### src/rtl/assert_macros.svh
// Assertion helpers for the duty calculator. Both expect clk and rst_n in scope.
`ifndef ASSERT_MACROS_SVH
`define ASSERT_MACROS_SVH

// Same-cycle implication, checked out of reset.
`define SVDC_ASSERT_IMP(name, ante, cons, msg) \
  name: assert property (@(posedge clk) disable iff (!rst_n) (ante) |-> (cons)) \
    else $error(msg);

// Next-cycle implication, checked out of reset.
`define SVDC_ASSERT_NXT(name, ante, cons, msg) \
  name: assert property (@(posedge clk) disable iff (!rst_n) (ante) |=> (cons)) \
    else $error(msg);

`endif

### src/rtl/svdc_div_cell.sv
// ----------------------------------------------------------------------------
// svdc_div_cell: one step of a restoring divider chain
// Tests the shifted divisor against the remainder and sets one quotient bit.
// ----------------------------------------------------------------------------
module svdc_div_cell #(
  parameter int NW     = 32,
  parameter int DW     = 16,
  parameter int QW     = 17,
  parameter int SHIFT  = 0,
  parameter int SIDE_W = 1
) (
  input  logic              clk,
  input  logic              rst_n,
  input  logic              vld_i,
  input  logic [NW-1:0]     rem_i,
  input  logic [DW-1:0]     dvs_i,
  input  logic [QW-1:0]     quo_i,
  input  logic [SIDE_W-1:0] side_i,
  output logic              vld_o,
  output logic [NW-1:0]     rem_o,
  output logic [DW-1:0]     dvs_o,
  output logic [QW-1:0]     quo_o,
  output logic [SIDE_W-1:0] side_o
);

  localparam int CW = (NW > DW + SHIFT) ? NW : DW + SHIFT;

  logic [CW-1:0]     sub_w;
  logic              take_w;
  logic [NW-1:0]     rem_nxt;
  logic [QW-1:0]     quo_nxt;
  logic              vld_r;
  logic [NW-1:0]     rem_r;
  logic [DW-1:0]     dvs_r;
  logic [QW-1:0]     quo_r;
  logic [SIDE_W-1:0] side_r;

  assign sub_w   = CW'(dvs_i) << SHIFT;
  assign take_w  = CW'(rem_i) >= sub_w;
  assign rem_nxt = take_w ? rem_i - sub_w[NW-1:0] : rem_i;
  assign quo_nxt = take_w ? (quo_i | (QW'(1) << SHIFT)) : quo_i;

  always_ff @(posedge clk) begin
    if (!rst_n) begin
      vld_r <= 1'b0;
    end else begin
      vld_r <= vld_i;
    end
  end

  always_ff @(posedge clk) begin
    rem_r  <= rem_nxt;
    dvs_r  <= dvs_i;
    quo_r  <= quo_nxt;
    side_r <= side_i;
  end

  assign vld_o  = vld_r;
  assign rem_o  = rem_r;
  assign dvs_o  = dvs_r;
  assign quo_o  = quo_r;
  assign side_o = side_r;

endmodule

### config.mk
export PLATFORM = sky130hd
export DESIGN_NAME = svdc_div_cell
export DESIGN_NICKNAME = d
export VERILOG_FILES = /design/src/rtl/assert_macros.svh /design/src/rtl/svdc_div_cell.sv
export SDC_FILE = /design/constraint.sdc
export NUM_CORES = 1
export LEC_CHECK = 0
export BUFFER_PORTS_ARGS = -buffer_cell sky130_fd_sc_hd__buf_2
export CAP_MARGIN = 20
export CORE_MARGIN = 3
export CORE_UTILIZATION = 45
export CTS_CLUSTER_DIAMETER = 80
export CTS_CLUSTER_SIZE = 24
export DETAILED_ROUTE_END_ITERATION = 16
export PLACE_DENSITY = 0.78
export SKIP_CTS_REPAIR_TIMING = 1
export SYNTH_ARGS = -nofsm -noshare
export SYNTH_HDL_FRONTEND = slang
export SYNTH_SLANG_ARGS = --single-unit
export TNS_END_PERCENT = 100
### constraint.sdc
create_clock -name clk -period 3.35 [get_ports clk]
set_input_delay 0.1675 -clock clk [delete_from_list [all_inputs] [get_ports clk]]
set_output_delay 0.1675 -clock clk [all_outputs]
set_load 0.03 [all_outputs]
# [Word level (Yosys, flattened, before mapping)]
# Index checks and enable logic that the tools add are counted.
[totals] register_bits=67 ram_bits=0 output_inout_bits=67 memories=0 in_bits=69 latch_bits=0 mem_bits_ro=0
[op_classes] add_sub_neg=1 shift=0 reduce_logical=0 n_div=0 n_eq_ne=0 bitwise_logic=0 muxes=1 mul=0 magnitude_cmp=1
[ops] operator="32-bit by 16-bit >= comparator with 1-bit output" count=1
[ops] operator="32-bit two-way mux" count=1
[ops] operator="32-bit by 16-bit subtractor with 32-bit output" count=1

# [Depth between registers and ports, before layout]
# Gate-level depths: netlist of the first run.
[logic_depth] depth_word=2 depth_mapped=12 mapped_depth_nobuf=10

# [Worst setup path after synthesis of the first run]
# Ideal clock, no wire load.
[synth_path] path_type="input to register" startpoint="in rem_i[18]" endpoint="reg rem_r[11] (netlist: rem_o[11])" n_path_buf=2 t_required_ps=3229 t_arrival_ps=2271 stages=8 path_slack_ps=958 path_cell_list="or3_1 > or4_1 > or3_1 > buf_2 > and4bb_2 > nand2_2 > buf_6 > mux2_4"
[synth_between] elab_chain_len=2
[synth_rtl] element="from (decl)" line="svdc_div_cell.sv:15" text="input logic [NW-1:0] rem_i,"
[synth_rtl] element="32-bit by 16-bit >= comparator with 1-bit output" line="svdc_div_cell.sv:39" text="assign take_w = CW'(rem_i) >= sub_w;"
[synth_rtl] element="32-bit two-way mux" line="svdc_div_cell.sv:40" text="assign rem_nxt = take_w ? rem_i - sub_w[NW-1:0] : rem_i;"
[synth_rtl] element="via rem_nxt[11]" line="svdc_div_cell.sv:30" text="logic [NW-1:0] rem_nxt;"
[synth_rtl] element="to (signal assigned)" line="svdc_div_cell.sv:52" text="rem_r <= rem_nxt;"
[synth_rtl] element="to (decl)" line="svdc_div_cell.sv:33" text="logic [NW-1:0] rem_r;"
# The timed path passes the listed nets, and every way through them passes these cells.
# A chain may end at the register's enable or synchronous reset.

# [Final worst setup path of the first run]
[layout_path] startpoint="in dvs_i[12]" endpoint="reg rem_r[28] (netlist: rem_o[28])"
[layout_between] elab_chain_len=2
[layout_rtl] element="from (decl)" line="svdc_div_cell.sv:16" text="input logic [DW-1:0] dvs_i,"
[layout_rtl] element="32-bit by 16-bit subtractor with 32-bit output or 32-bit by 16-bit >= comparator with 1-bit output (tied branches)" line="svdc_div_cell.sv:40, svdc_div_cell.sv:39"
[layout_rtl] element="32-bit two-way mux *" line="svdc_div_cell.sv:40"
[layout_rtl] element="via rem_nxt[28]" line="svdc_div_cell.sv:30"
# Mark *: on every way through the listed nets, which the timed path passes. The rest lies on a longest branch.

==> out/results.ini, run 1 <==
[setup_path]
critPathBufInv = 3
start_kind = primary input
slowest_stage = dlygate4sd3_1
critical_path_class = in2reg
end_kind = register
path_cells = dlygate4sd3_1 -> buf_2 -> inv_1 -> ha_1 -> o21ai_0 -> a21oi_1 -> a2111o_1 -> a41oi_1 -> nand2_2 -> nor4b_1 -> xor2_1
cpLargestDelayFamily = compound AO/OA/AOI/OAI gates
cp_max_fo = 30
cpPeakStageDelay_ns = 0.53
critPathRequiredTime_ns = 3.57
cp_data_arrival_time_ns = 3.28

[logic_synthesis]
synthArstFlopShare = 0
synth_nets = 371
yosys-top-cells-count = 67 x dfxtp_1, 22 x a21oi_1, 22 x nor2_1
syn_area_per_cell_um2 = 9.970
synth.area.top_cells = dfxtp_1 47%, ha_1 7.0%, xnor2_1 5.2%, a21oi_1 3.9%, xor2_1 3.4%
yosysUniqueCellTypes = 47
synth.most_common_cell = dfxtp_1
syn_area_um2 = 2841
synth-edff-count = 0
yosysSeqAreaShare = 0.4720
postSynthRegisterBits = 67
syn_inst = 285
synth_top_cell_by_area = dfxtp_1
yosys_warnings = 0
synth_top_area_frac = 0.4720
synthFlopType = dfxtp_1

[place]
pre_cts_slack_ns = 0.3474
place.gp.congestion = 0.8653
io_buffers = 135
dp.final_hpwl_mm = 5.338

[global_route]
top_usage_layer = met2
grt_overflow_total = 0
met3_usage = 0.04951
grt_use_met1 = 0.2410
use_met2 = 0.3100
antenna_found_initial = 0
grt_use_total = 0.1934
grt_max_degree = 31
grt_pass1_wl_mm = 11.34
grt_pass1_vias = 2525

[hold_path]
hp-class = in2reg

[timing]
drv_slew = 0
fmax_mhz = 327.4
fin_crit_ns = 3.054
hold_ws_ns = 0.008460
fin_crit_sh = 0.9117
worst_slack_ns = 0.2959
hold_violations = 0
setup_viol = 0
worst_pin_slew_ns = 0.7084
slew_headroom = 0.5277

[clock_network]
root_buffer = clkbuf_8
cts_buffers = 9
clk_path_buf_depth = 2
clkTransAtPathRegs_ns = 0.08
htreeDepth = 3
cts_tree = built
clock_sinks = 67

[power]
power.density_nw_per_um2 = 560.0
ir_drop_mv = 0.3481
leakage_nw = 2.014

[detailed_routing]
via_per_inst = 5.007
routed_wirelength_mm = 7.392
detail_route.wl_per_cell_um = 13.79
ant_nets = 0
drtIter0Drc = 123
firstDrtPassIters = 5
drc = 0
vias = 2684

[final_layout]
drive_gt1_frac = 0.3557
utilization = 0.6890
syn2layout_area_growth_pct = 46.10
nets = 542
antenna_cells = 0

[floorplanning]
pin_count = 136
die_y_um = 85.47
dieArea_um2 = 7304
core_area_um2 = 6026
rows = 28
die_w_um = 85.47
start_util = 0.4716

[status]
status = completed

[flow_run]
cap_viol_max_count = 0

==> worst paths after layout <==
kind              depth (start not counted)         to  startpoint
setup / recovery                         11  rem_o[28]   dvs_i[12]
hold / removal                            2   quo_o[0]    quo_i[0]
==> metrics by stage <==
stage               area [µm²]  power [mW]  instances   TNS [ns]
floorplan                 2841       1.264        285          0
global placement          3556       1.418        487          0
detailed placement        3556       1.426        487          0
CTS                       3821       2.316        503          0
global route              4151       2.432        536  -0.001178
finish                    4151       2.325        536          0
==> report_power, final <==
| part | internal (mW) | total (mW) | switching (mW) |
|---|---|---|---|
| registers | 0.875 | 0.893 | 0.0181 |
| logic | 0.215 | 0.549 | 0.334 |
| clock network | 0.573 | 0.883 | 0.311 |
==> placed cells by master (no fill, tap or decap), types with 14 or more instances in the layout <==
cell           synthesis  final
inv_1                 18     18
a21oi_1               22     22
dfxtp_1               67     67
xnor2_1               17     17
dlygate4sd3_1          0     33
nor2_1                22     22
nand2_1               14     14
buf_2                  2    135
ha_1                  16     16
==> kinds of logic after synthesis <==
group	share of synthesized area
XOR/XNOR	0.08630
AO/OA/AOI/OAI	0.1211
AND/OR/NAND/NOR	0.1643
multiplexers	0.03567
flip-flops	0.4720
buffers and inverters	0.04315
adder cells (fa/ha/maj)	0.07750
==> routing by layer <==
layer / up-vias / routed length, µm
li1: 1337 / -
met1: 1216 / 2998
met2: 114 / 3693
met3: 17 / 508
met4: 0 / 192
met5: - / 0
==> layout make-up <==
cell class,instances,area (µm²)
fill,470,1874
clock buffer,10,127.6
inverter,18,67.56
clock inverter,6,137.6
timing repair buffer,168,1006
tap,75,93.84
multi-input combinational,192,1378
sequential,67,1341
==> registers in the layout, summed over array words and instances (netlist names) <==
signal / flops
quo_o: 17
vld_o: 1
rem_o: 32
dvs_o: 16
side_o: 1
(Power assumes the default switching activity.)
==> inputs of run 2 (changes only) <==
--- a/config.mk
+++ b/config.mk
@@ -10,3 +10,3 @@
 export CORE_MARGIN = 3
-export CORE_UTILIZATION = 45
+export CORE_UTILIZATION = 46
 export CTS_CLUSTER_DIAMETER = 80
@@ -14,3 +14,3 @@
 export DETAILED_ROUTE_END_ITERATION = 16
-export PLACE_DENSITY = 0.78
+export PLACE_DENSITY = 0.8
 export SKIP_CTS_REPAIR_TIMING = 1
==> constraint.sdc (replaced) <==
create_clock -name clk -period 3.35 [get_ports clk]
set_input_delay 0 -clock clk [delete_from_list [all_inputs] [get_ports clk]]
set_output_delay 0 -clock clk [all_outputs]
set_load 0.03 [all_outputs]
==> run 2 against run 1 <==
Effect of this change: setup slack worse by 0.063 ns; count of clock-buffer cells in the layout down 1; final cell count up 6.2%; hold slack better by 0.29 ns; fmax down 2.0%; sequential cell count unchanged; wire length up 15%; die area down 2.0%; largest cell class unchanged; critical path type unchanged; global-route usage down 0.20 points.
==> out/results.ini, run 2 (synthesis gave the netlist of run 1 again) <==
[status]
status = completed

[timing]
worst_pin_slew_ns = 0.6526
fin_crit_sh = 0.9305
slew_headroom = 0.5649
setup_viol = 0
fin_crit_ns = 3.117
rsz0062_at_grt = false
fmax_mhz = 320.8
hold_violations = 0
drv_slew = 0
hold_ws_ns = 0.2973
finalSetupTns_ns = 0

[detailed_routing]
ant_nets = 0
drc = 0
firstDrtPassIters = 4
routed_wirelength_mm = 8.478
drtIter0Drc = 150
via_per_inst = 4.970
detail_route.wl_per_cell_um = 14.90
vias = 2828

[floorplanning]
rows = 27
die_w_um = 84.60
core_area_um2 = 5743
start_util = 0.4948
die_y_um = 84.60
pin_count = 136
dieArea_um2 = 7156

[setup_path]
start_kind = primary input
cpPeakStageDelay_ns = 0.57
slowest_stage = dlygate4sd3_1
path_cells = dlygate4sd3_1 -> buf_2 -> or3_1 -> or4_1 -> or3_1 -> and4bb_2 -> nand2_2 -> buf_4 -> mux2_4
critical_path_class = in2reg
path_common_cell = or3_1
critPathRequiredTime_ns = 3.58
cp_data_arrival_time_ns = 3.35
cp_max_fo = 23
end_kind = register

[clock_network]
root_buffer = clkbuf_8
cts_tree = built
cts_buffers = 9
clkTransAtPathRegs_ns = 0.07
clock_sinks = 67
clk_path_buf_depth = 2
htreeDepth = 3

[place]
dp.final_hpwl_mm = 5.389
dp_cells = 485
io_buffers = 135
place.gp.congestion = 0.9161

[global_route]
grt_use_total = 0.1914
grt_use_met1 = 0.2142
antenna_found_initial = 0
grt_pass1_wl_mm = 11.11
met3_usage = 0.05888
top_usage_layer = met2
use_met2 = 0.3238
grt_overflow_total = 0
grt_max_degree = 24
grt_pass1_vias = 2527

[final_layout]
utilization = 0.7732
mostFrequentLayoutCell = buf_2
largest_reg_flops = 32
antenna_cells = 0
nFillCells = 405
multiInputGateArea_um2 = 1378
seqCellArea_um2 = 1341
final_cells = 569
syn2layout_area_growth_pct = 56.27
final_cell_mix = 135 x buf_2, 68 x dlygate4sd3_1, 67 x dfxtp_1
nets = 578
drive_gt1_frac = 0.3340

[power]
ir_drop_mv = 0.3231
power.density_nw_per_um2 = 486.2
leakage_nw = 2.132
totalPowerFinal_mw = 2.159

[flow_run]
cap_viol_max_count = 0

[hold_path]
hp-class = in2reg
min_to = quo_o[12]
worstHoldStart = quo_i[12]
hold_depth = 2

run 2: changes by cell type in the layout (fill, tap and decap cells not counted), sizes merged:
cell,delta
buf,+1
clkinvlp,+2
clkbuf,-1
bufinv,-3
dlygate4sd3,+35
inv,+2
run 2: routing by layer:
| layer | routed length, µm | up-vias |
|---|---|---|
| met4 | 175 | 0 |
| met3 | 483 | 14 |
| met1 | 3350 | 1304 |
| met5 | 0 | - |
| li1 | - | 1413 |
| met2 | 4470 | 97 |
run 2: worst max-delay path by stage:
| stage | to | start | slack (ns) | cells after the start |
|---|---|---|---|---|
| after floorplan | rem_o[11] | rem_i[18] | 1.13 | 8 |
| after global placement | rem_o[8] | rem_i[18] | 0.57 | 8 |
| after detailed placement | rem_o[3] | rem_i[9] | 0.53 | 9 |
| after CTS | rem_o[4] | rem_i[9] | 0.89 | 9 |
| after global routing | rem_o[3] | dvs_i[9] | 0.13 | 11 |
| final | rem_o[3] | rem_i[16] | 0.23 | 9 |
run 2: metrics by stage:
step | area [µm²] | setup WS [ns]
floorplan | 2841 | 1.125
global placement | 3560 | 0.5740
detailed placement | 3560 | 0.5286
CTS | 3760 | 0.8926
global route | 4441 | 0.1317
finish | 4441 | 0.2328
run 2: final cells by class:
type / count / area share
Sequential cell: 67 / 0.3021
Timing Repair Buffer: 204 / 0.3071
Tap cell: 72 / 0.02029
Multi-Input combinational cell: 192 / 0.3102
Clock buffer: 9 / 0.02790
Inverter: 18 / 0.01522
Clock inverter: 7 / 0.01719
run 2: critical path: cells and delay by family:
kind	cells	cell delay, ns
and+or+nand+nor	5	1.98
buffers and inverters	3	1.07
muxes	1	0.30
run 2: where the power goes:
group	leakage, nW	switching (mW)	internal, mW
sequential	0.565	0.0189	0.875
combinational	1.47	0.349	0.242
clock	0.0962	0.327	0.348
total	2.13	0.694	1.46
