File: config.mk
export PLATFORM = sky130hd
export DESIGN_NAME = svdc_sqrt_cell
export DESIGN_NICKNAME = d
export VERILOG_FILES = /design/src/rtl/assert_macros.svh /design/src/rtl/svdc_sqrt_cell.sv
export SDC_FILE = /design/constraint.sdc
export NUM_CORES = 1
export LEC_CHECK = 0
export CORE_AREA = 2 2 90 92
export DETAILED_ROUTE_END_ITERATION = 8
export DIE_AREA = 0 0 92 94
export DONT_BUFFER_PORTS = 1
export PLACE_DENSITY = 0.83
export SYNTH_ARGS = -nofsm -noshare
export SYNTH_HDL_FRONTEND = slang
export SYNTH_SLANG_ARGS = --single-unit
export TNS_END_PERCENT = 1
File: constraint.sdc
create_clock -name clk -period 10.2 [get_ports clk]
set_input_delay 2.55 -clock clk [delete_from_list [all_inputs] [get_ports clk]]
set_output_delay 2.55 -clock clk [all_outputs]
set_load 0.005 [all_outputs]
File: src/rtl/assert_macros.svh
// Assertion helpers for the duty calculator. Both expect clk and rst_n in scope.
`ifndef ASSERT_MACROS_SVH
`define ASSERT_MACROS_SVH

// Same-cycle implication, checked out of reset.
`define SVDC_ASSERT_IMP(name, ante, cons, msg) \
  name: assert property (@(posedge clk) disable iff (!rst_n) (ante) |-> (cons)) \
    else $error(msg);

// Next-cycle implication, checked out of reset.
`define SVDC_ASSERT_NXT(name, ante, cons, msg) \
  name: assert property (@(posedge clk) disable iff (!rst_n) (ante) |=> (cons)) \
    else $error(msg);

`endif

File: src/rtl/svdc_sqrt_cell.sv
// ----------------------------------------------------------------------------
// svdc_sqrt_cell: one step of the integer square root chain
// Tries one root bit, keeps the remainder, registers everything.
// ----------------------------------------------------------------------------
module svdc_sqrt_cell #(
  parameter int W      = 32,
  parameter int BITPOS = 0,
  parameter int SIDE_W = 1
) (
  input  logic              clk,
  input  logic              rst_n,
  input  logic              vld_i,
  input  logic [W-1:0]      rem_i,
  input  logic [W-1:0]      root_i,
  input  logic [SIDE_W-1:0] side_i,
  output logic              vld_o,
  output logic [W-1:0]      rem_o,
  output logic [W-1:0]      root_o,
  output logic [SIDE_W-1:0] side_o
);

  logic [W:0]        trial_w;
  logic              take_w;
  logic [W-1:0]      rem_nxt;
  logic [W-1:0]      root_nxt;
  logic              vld_r;
  logic [W-1:0]      rem_r;
  logic [W-1:0]      root_r;
  logic [SIDE_W-1:0] side_r;

  assign trial_w  = (W+1)'(root_i) + ((W+1)'(1) << BITPOS);
  assign take_w   = (W+1)'(rem_i) >= trial_w;
  assign rem_nxt  = take_w ? rem_i - trial_w[W-1:0] : rem_i;
  assign root_nxt = take_w ? (root_i >> 1) + (W'(1) << BITPOS) : root_i >> 1;

  always_ff @(posedge clk) begin
    if (!rst_n) begin
      vld_r <= 1'b0;
    end else begin
      vld_r <= vld_i;
    end
  end

  always_ff @(posedge clk) begin
    rem_r  <= rem_nxt;
    root_r <= root_nxt;
    side_r <= side_i;
  end

  assign vld_o  = vld_r;
  assign rem_o  = rem_r;
  assign root_o = root_r;
  assign side_o = side_r;

endmodule

# --- Yosys cells after proc, flatten, opt, wreduce, memory -nomap -nowiden ---
# Cells that the tools add are included.
totals:
  ff_bits: 66
  inputBits: 68
  out_inout_bits: 66
op_classes:
  n_addsub: 3
  n_lt_le_gt_ge: 1
  muxes: 2
ops:
  columns: ["cell", "n"]
  rows:
  - ["$add 32x1->33 const B", 1]
  - ["$ge 32x33->1", 1]
  - ["$add 31x1->32 const B", 1]
  - ["$mux 32", 1]
  - ["$sub 32x32->32", 1]
  - ["$mux 31", 1]

# --- Logic depth before layout (Yosys ltp) ---
# Gate-level depths: netlist of the first run.
logic_depth:
  word_depth: 3
  ltp_mapped: 20

# --- Worst setup path after synthesis of the first run ---
# OpenSTA, ideal clock, no wires.
synth_path:
  path_type: "input port to flip-flop"
  start: "in root_i[1]"
  end: "reg root_r[17] (netlist: root_o[17])"
  setup_ps: 118
  t_arrival_ps: 6020
  required_time_ps: 10082
  slack_ps: 4062
  cell_stages: 18
  path_buffers: 0
  cell_sequence: "ha_1 -> and3_1 -> nand3_1 -> nor3_1 -> nand3_1 -> nor2_1 -> nand3_1 -> xor2_1 -> ha_1 -> nand4_1 -> nor4_1 -> nand4_1 -> a21o_1 -> a21oi_1 -> nor2_2 -> nor3_1 -> nand3_1 -> xnor2_1"
synth_between:
  elab_chain_len: 3
  word_cells_on_any_way: 4
  cone_classes: "2 x add/sub; 1 x order compare; 1 x mux"
synth_lines:
  columns: ["element", "line", "text"]
  rows:
  - ["from (decl)", "svdc_sqrt_cell.sv:14", "input logic [W-1:0] root_i,"]
  - ["$add 32x1->33", "svdc_sqrt_cell.sv:31", "assign trial_w = (W+1)'(root_i) + ((W+1)'(1) << BITPOS);"]
  - ["$ge 32x33->1", "svdc_sqrt_cell.sv:32", "assign take_w = (W+1)'(rem_i) >= trial_w;"]
  - ["$mux 31 (*)", "svdc_sqrt_cell.sv:34", "assign root_nxt = take_w ? (root_i >> 1) + (W'(1) << BITPOS) : root_i >> 1;"]
  - ["named net root_nxt[17]", "svdc_sqrt_cell.sv:25", "logic [W-1:0] root_nxt;"]
  - ["to (signal assigned)", "svdc_sqrt_cell.sv:46", "root_r <= root_nxt;"]
  - ["to (decl)", "svdc_sqrt_cell.sv:28", "logic [W-1:0] root_r;"]
# The timed path passes the listed nets; every way through them passes the cells marked *.
# A chain may end at the register's enable or synchronous reset.

# --- Final worst setup path of the first run ---
# Ends and elaborated chain as after synthesis.

==> results.yml, run 1 <==
layout:
  insertedDiodeCount: 0
  area_delta_synth_final_pct: 5.50
  nets: 642
  ff_latch_area_um2: 1320
  fin_util_pct: 62.2
  final_layout_size_suffix_gt1_share_pct: 5.33
  final_cells: 646
  multi_input_comb_area_um2: 3000
  n_fill_cell: 673
synthesis:
  flip_flop_and_latch_count_after_synthesis: 66
  synth_largest_area_cell: "sky130_fd_sc_hd__dfxtp_1"
  avgSynthCellArea_um2: 8.18
  synth_top_area_share_pct: 29.5
  synth_area_um2: 4480
  post_synth_most_frequent_cells: "sky130_fd_sc_hd__nand2_1, sky130_fd_sc_hd__dfxtp_1, sky130_fd_sc_hd__xor2_1"
  synthesis.nets: 651
  synth_sequential_area_ratio_pct: 29.5
  synthFlopType: "sky130_fd_sc_hd__dfxtp_1"
  netlist_top_cells_area: "sky130_fd_sc_hd__dfxtp_1, sky130_fd_sc_hd__ha_1, sky130_fd_sc_hd__xor2_1"
  synth.lib_cells_used.distinct: 54
  yosysWarningCount: 0
  synthArstFlopShare_pct: 0
  edff_count_synth: 0
  postSynthCellCount: 548
  synth_most_common_cell: "sky130_fd_sc_hd__nand2_1"
setup_path:
  critical_path.max_fanout: 48
  critical_path_launch_point_type: "input port"
  timing.critical_path.required_ps: 10490
  worstSetupEndpointType: "flop"
  timing.critical_path.arrival_ps: 7500
  setup.worst_path.class: "in -> reg"
clock_network:
  tritoncts: "done"
  ctsHtreeMaxLevel: 3
  cts.root.buffer_cell: "sky130_fd_sc_hd__clkbuf_8"
  hold_buffers: 0
  cts.clk_slew.worst_paths_ps: 70
  post_cts_buffers: 0
  ctsLongestPathBuffers: 2
  post_cts_resize_count: 0
  clock_sink_count: 66
  cts_inserted_buffers: 9
placed_design:
  detailed_place_hpwl_um: 9450
  port-buffer-count: 0
  gp_congestion: 0.917
  dp.cells: 630
routing:
  route.detailed.wl_per_inst_um: 19.0
  post-route-drc-count: 0
  drt-total-wl_um: 12200
  top_signal_layer_used: "met4"
  vias: 4011
  total_iterations_of_the_first_detailed_routing_run: 5
  viasPerCell: 6.21
  wire_length_on_met2_um: 5610
  ant_nets: 0
  detailroute.wirelength.met3_um: 1180
  routedLengthMet1_um: 5150
  drt_iter0_markers: 279
grt:
  grt_start_max_net_pins: 49
  gr-usage-all-layers_pct: 28.3
  antenna_found_initial: 0
  grt_overflow_total: 0
  first_pass_grt_wire_length_um: 19000
  via_count_of_the_first_global_routing_pass: 3735
power:
  p_int_uw: 503
  switching_share_pct: 30.3
  net-switching-power_uw: 219
  vdd.ir_drop.worst_mv: 0.0876
  cellPowerDensity_nw_per_um2: 153
  share_seq_of_total_power_pct: 42.4
  design_power_total_uw: 722
  power.share.clock_pct: 34.9
  comb_power_share_pct: 22.8
  static-leakage-power_uw: 0.00196
run_status:
  result_of_the_run: "completed"
die:
  initial_core_util_pct: 58.9
  die_y_um: 94
  design.core.area_um2: 7610
  io_pins: 134
  die_area_um2: 8650
  floorplan.die.width_um: 92
  num_rows: 32
job:
  cap_viol_max_count: 0
sta:
  rsz0062_at_grt: "false"
  maxSlewViolCount: 0
  timing_worst_slew_pin_value_ps: 1000
  fin_worst_hold_slack_ps: 2210
  post-route-min-period_ps: 7220
  min_period_over_period_pct: 70.8
  max_clock_freq_mhz: 139
  setup_tns_ps: 0
  worst_slew_margin_rel_pct: 33.2
  timing_hold_violations_final: 0
  setup-violations-final: 0
hold_path:
  hold_class: "in -> reg"
## power by group through the flow
stage | sequential [uW] | combinational [uW] | clock [uW]
after floorplan | 308 | 138 | 0
after global placement | 312 | 158 | 0
after detailed placement | 313 | 161 | 0
after CTS | 307 | 162 | 256
after global routing | 310 | 183 | 268
final | 306 | 165 | 252
## layout make-up
cell class / count / share of cell area, %
tap: 102 / 2.70
sequential: 66 / 27.9
clock buffer: 10 / 2.91
clock inverter: 6 / 1.91
multi-input combinational: 450 / 63.5
timing repair buffer: 1 / 0.159
inverter: 11 / 0.873
## per-layer routing
layer,up-vias,global-route usage (%)
met3,29,7.95
met2,191,45.0
li1,1911,-
met4,0,12.9
met5,-,0
met1,1880,35.5
## state kept, by name, summed over array words and instances, names as in the netlist
| register | cells |
|---|---|
| vld_o | 1 |
| root_o | 32 |
| side_o | 1 |
| rem_o | 32 |
## metrics by stage
stage | setup WS, ps | instance area [um^2]
after floorplan | 4060 | 4480
after detailed placement | 2700 | 4500
after CTS | 3010 | 4730
after global placement | 2860 | 4500
after global routing | 2510 | 4730
final | 2980 | 4730
## cell families after synthesis
group	synth area share (%)
muxes	0.754
xor gates and xnor gates	17.4
AOI/OAI and AO/OA	15.2
buffers and inverters	3.63
adders and majority gates	9.94
and+or+nand+nor	23.6
DFF	29.5
## path summary, 6_finish.rpt
check,start,end,slack [ps],cells past startpoint
setup / recovery,root_i[1],root_o[17],2980,19
hold / removal,side_i,side_o,2210,0
## placed cells by master (no fill, tap or decap), drive strengths merged, types with 6 or more instances in the layout
master,n
and3,20
o21ai,49
a21o,10
inv,11
dfxtp,66
nor2b,6
ha,34
nand4,13
nor2,31
nand2,81
a211oi,6
nor3,12
xor2,46
xnor2,43
and4,6
nand3,26
clkbuf,10
a21oi,25
## worst max-delay path: stages
cell and delay (ps):
sky130_fd_sc_hd__ha_1 230, sky130_fd_sc_hd__and3_1 230, sky130_fd_sc_hd__nand3_1 210, sky130_fd_sc_hd__nor3_1 350
sky130_fd_sc_hd__nand3_1 170, sky130_fd_sc_hd__nor2_1 480, sky130_fd_sc_hd__nand2_1 150, sky130_fd_sc_hd__xor2_1 190
sky130_fd_sc_hd__ha_1 360, sky130_fd_sc_hd__and3_1 260, sky130_fd_sc_hd__nand4_1 130, sky130_fd_sc_hd__nor2_1 80
sky130_fd_sc_hd__and3_1 180, sky130_fd_sc_hd__a32o_1 290, sky130_fd_sc_hd__nor2_4 760, sky130_fd_sc_hd__buf_4 440
sky130_fd_sc_hd__nor3_1 180, sky130_fd_sc_hd__nand3_1 130, sky130_fd_sc_hd__xnor2_1 120
(Power assumes the default switching activity.)
==> inputs of run 2 (changes only) <==
- CORE_AREA: 2 2 90 92 -> 2 2 91 93
- DIE_AREA: 0 0 92 94 -> 0 0 93 95
- PLACE_DENSITY: 0.83 -> 0.85
- clock period: 10.2 -> 6 ns (I/O delays scaled with it)
==> results.yml, run 2 (same netlist as run 1, synthesis figures left out) <==
grt:
  antenna_found_initial: 0
  gr-usage-all-layers_pct: 28.1
  first_pass_grt_wire_length_um: 19400
  grt_overflow_total: 0
  via_count_of_the_first_global_routing_pass: 3884
  grt_start_max_net_pins: 27
run_status:
  result_of_the_run: "completed"
routing:
  total_iterations_of_the_first_detailed_routing_run: 5
  vias: 3950
  drt_iter0_markers: 283
  top_signal_layer_used: "met4"
  routedLengthMet1_um: 5050
  viasPerCell: 6.01
  detailroute.wirelength.met3_um: 907
  ant_nets: 0
  drt-total-wl_um: 12100
  post-route-drc-count: 0
  wire_length_on_met2_um: 5830
  route.detailed.wl_per_inst_um: 18.4
layout:
  area_delta_synth_final_pct: 6.37
  insertedDiodeCount: 0
  fin_util_pct: 60.1
  final_common_cell: "sky130_fd_sc_hd__nand2_1"
  highest_count_cells_in_the_layout_ignoring_fill_and_taps: "sky130_fd_sc_hd__nand2_1, sky130_fd_sc_hd__dfxtp_1, sky130_fd_sc_hd__xor2_1"
  final_layout_size_suffix_gt1_share_pct: 6.88
  nets: 651
setup_path:
  critical_path.top_delay_family: "simple AND/OR/NAND/NOR gates"
  cp_max_stage_delay_ps: 370
  critical_path.max_fanout: 26
  timing.critical_path.arrival_ps: 5510
  critical_path_launch_point_type: "input port"
  worstSetupEndpointType: "flop"
  cp_slowest_cell: "sky130_fd_sc_hd__ha_1"
  critPathMostFrequentCell: "sky130_fd_sc_hd__nand3_1"
  cp_num_buf_inv: 1
  timing.critical_path.required_ps: 6230
  setup.worst_path.class: "in -> reg"
  path_cells: "ha_1, and3_1, nand3_1, nor3_1, nand3_1, nor2_2, nand3_1, xor2_1, ha_1, nand4_1, nor4_1, nand4_1, a21o_1, a21oi_1, nor2_4, buf_4, nor4_1, xor2_1"
die:
  die_y_um: 95
  design.core.area_um2: 7930
  initial_core_util_pct: 56.5
  floorplan.die.width_um: 93
  io_pins: 134
  die_area_um2: 8840
  num_rows: 33
sta:
  timing_hold_violations_final: 0
  setup_tns_ps: 0
  setup-violations-final: 0
  max_clock_freq_mhz: 189
  post-route-min-period_ps: 5280
  maxSlewViolCount: 0
  timing_worst_slew_pin_value_ps: 632
  worst_slew_margin_rel_pct: 57.6
  setup_ws_ps: 718
  rsz0062_at_grt: "false"
  min_period_over_period_pct: 88.0
clock_network:
  ctsLongestPathBuffers: 2
  cts_inserted_buffers: 9
  clock_sink_count: 66
  cts.clk_slew.worst_paths_ps: 70
  post_cts_buffers: 0
  cts.root.buffer_cell: "sky130_fd_sc_hd__clkbuf_8"
  tritoncts: "done"
  ctsHtreeMaxLevel: 3
  hold_buffers: 0
power:
  static-leakage-power_uw: 0.00198
  vdd.ir_drop.worst_mv: 0.133
  cellPowerDensity_nw_per_um2: 247
placed_design:
  port-buffer-count: 0
  gp_congestion: 1.01
  placement.setup.worst_slack_ps: 229
  detailed_place_hpwl_um: 9620
job:
  cap_viol_max_count: 0
hold_path:
  hp-start: "side_i"
  hold_class: "in -> reg"
  min_to: "side_o"
  whs_path_depth: 0
-- run 2: cell types whose count changed in the layout (fill, tap and decap cells not counted), sizes merged --
cell and change:
clkinv -1, clkinvlp +1, buf +9, bufinv -1
-- run 2: how the worst max path moves through the flow --
stage | startpoint | endpoint | slack [ps] | depth (start not counted)
finish | root_i[1] | root_o[12] | 720 | 18
global route | root_i[1] | root_o[12] | 170 | 18
CTS | root_i[1] | root_o[12] | 580 | 18
detailed placement | root_i[1] | root_o[12] | 230 | 18
global placement | root_i[1] | root_o[12] | 320 | 18
floorplan | root_i[1] | root_o[17] | 910 | 18
-- run 2: per-stage QoR --
step | instance area (um^2) | std cells | hold WS (ps) | total power [uW]
global route | 4770 | 657 | 1140 | 1250
CTS | 4760 | 657 | 1150 | 1180
finish | 4770 | 657 | 1160 | 1180
detailed placement | 4570 | 642 | 1530 | 810
global placement | 4570 | 642 | 1530 | 801
floorplan | 4480 | 548 | 1530 | 757
-- run 2: metal layers --
layer | GRT usage [%] | up-vias
met3 | 7.18 | 27
li1 | - | 1921
met5 | 0 | -
met2 | 46.1 | 162
met4 | 11.9 | 0
met1 | 35.1 | 1840
-- run 2: area by class of cell --
type / instances / area [um^2]
clock buffers: 10 / 138
clock inverters: 5 / 55.1
fillers: 743 / 3160
inverters: 11 / 41.3
multi-input cells: 450 / 3010
flip-flops and latches: 66 / 1320
well taps: 105 / 131
repair buffers: 10 / 75.1
-- run 2: what timing repair did --
item / CTS / global route
gates resized for setup: 0 / 1
endpoints found under the hold margin: 0 / 0
setup endpoints to repair: 0 / 1
-- run 2: where the power goes --
part           internal [uW]  switching [uW]  total [uW]
clock                    199             173         372
combinational            121             164         285
sequential               493            27.1         520
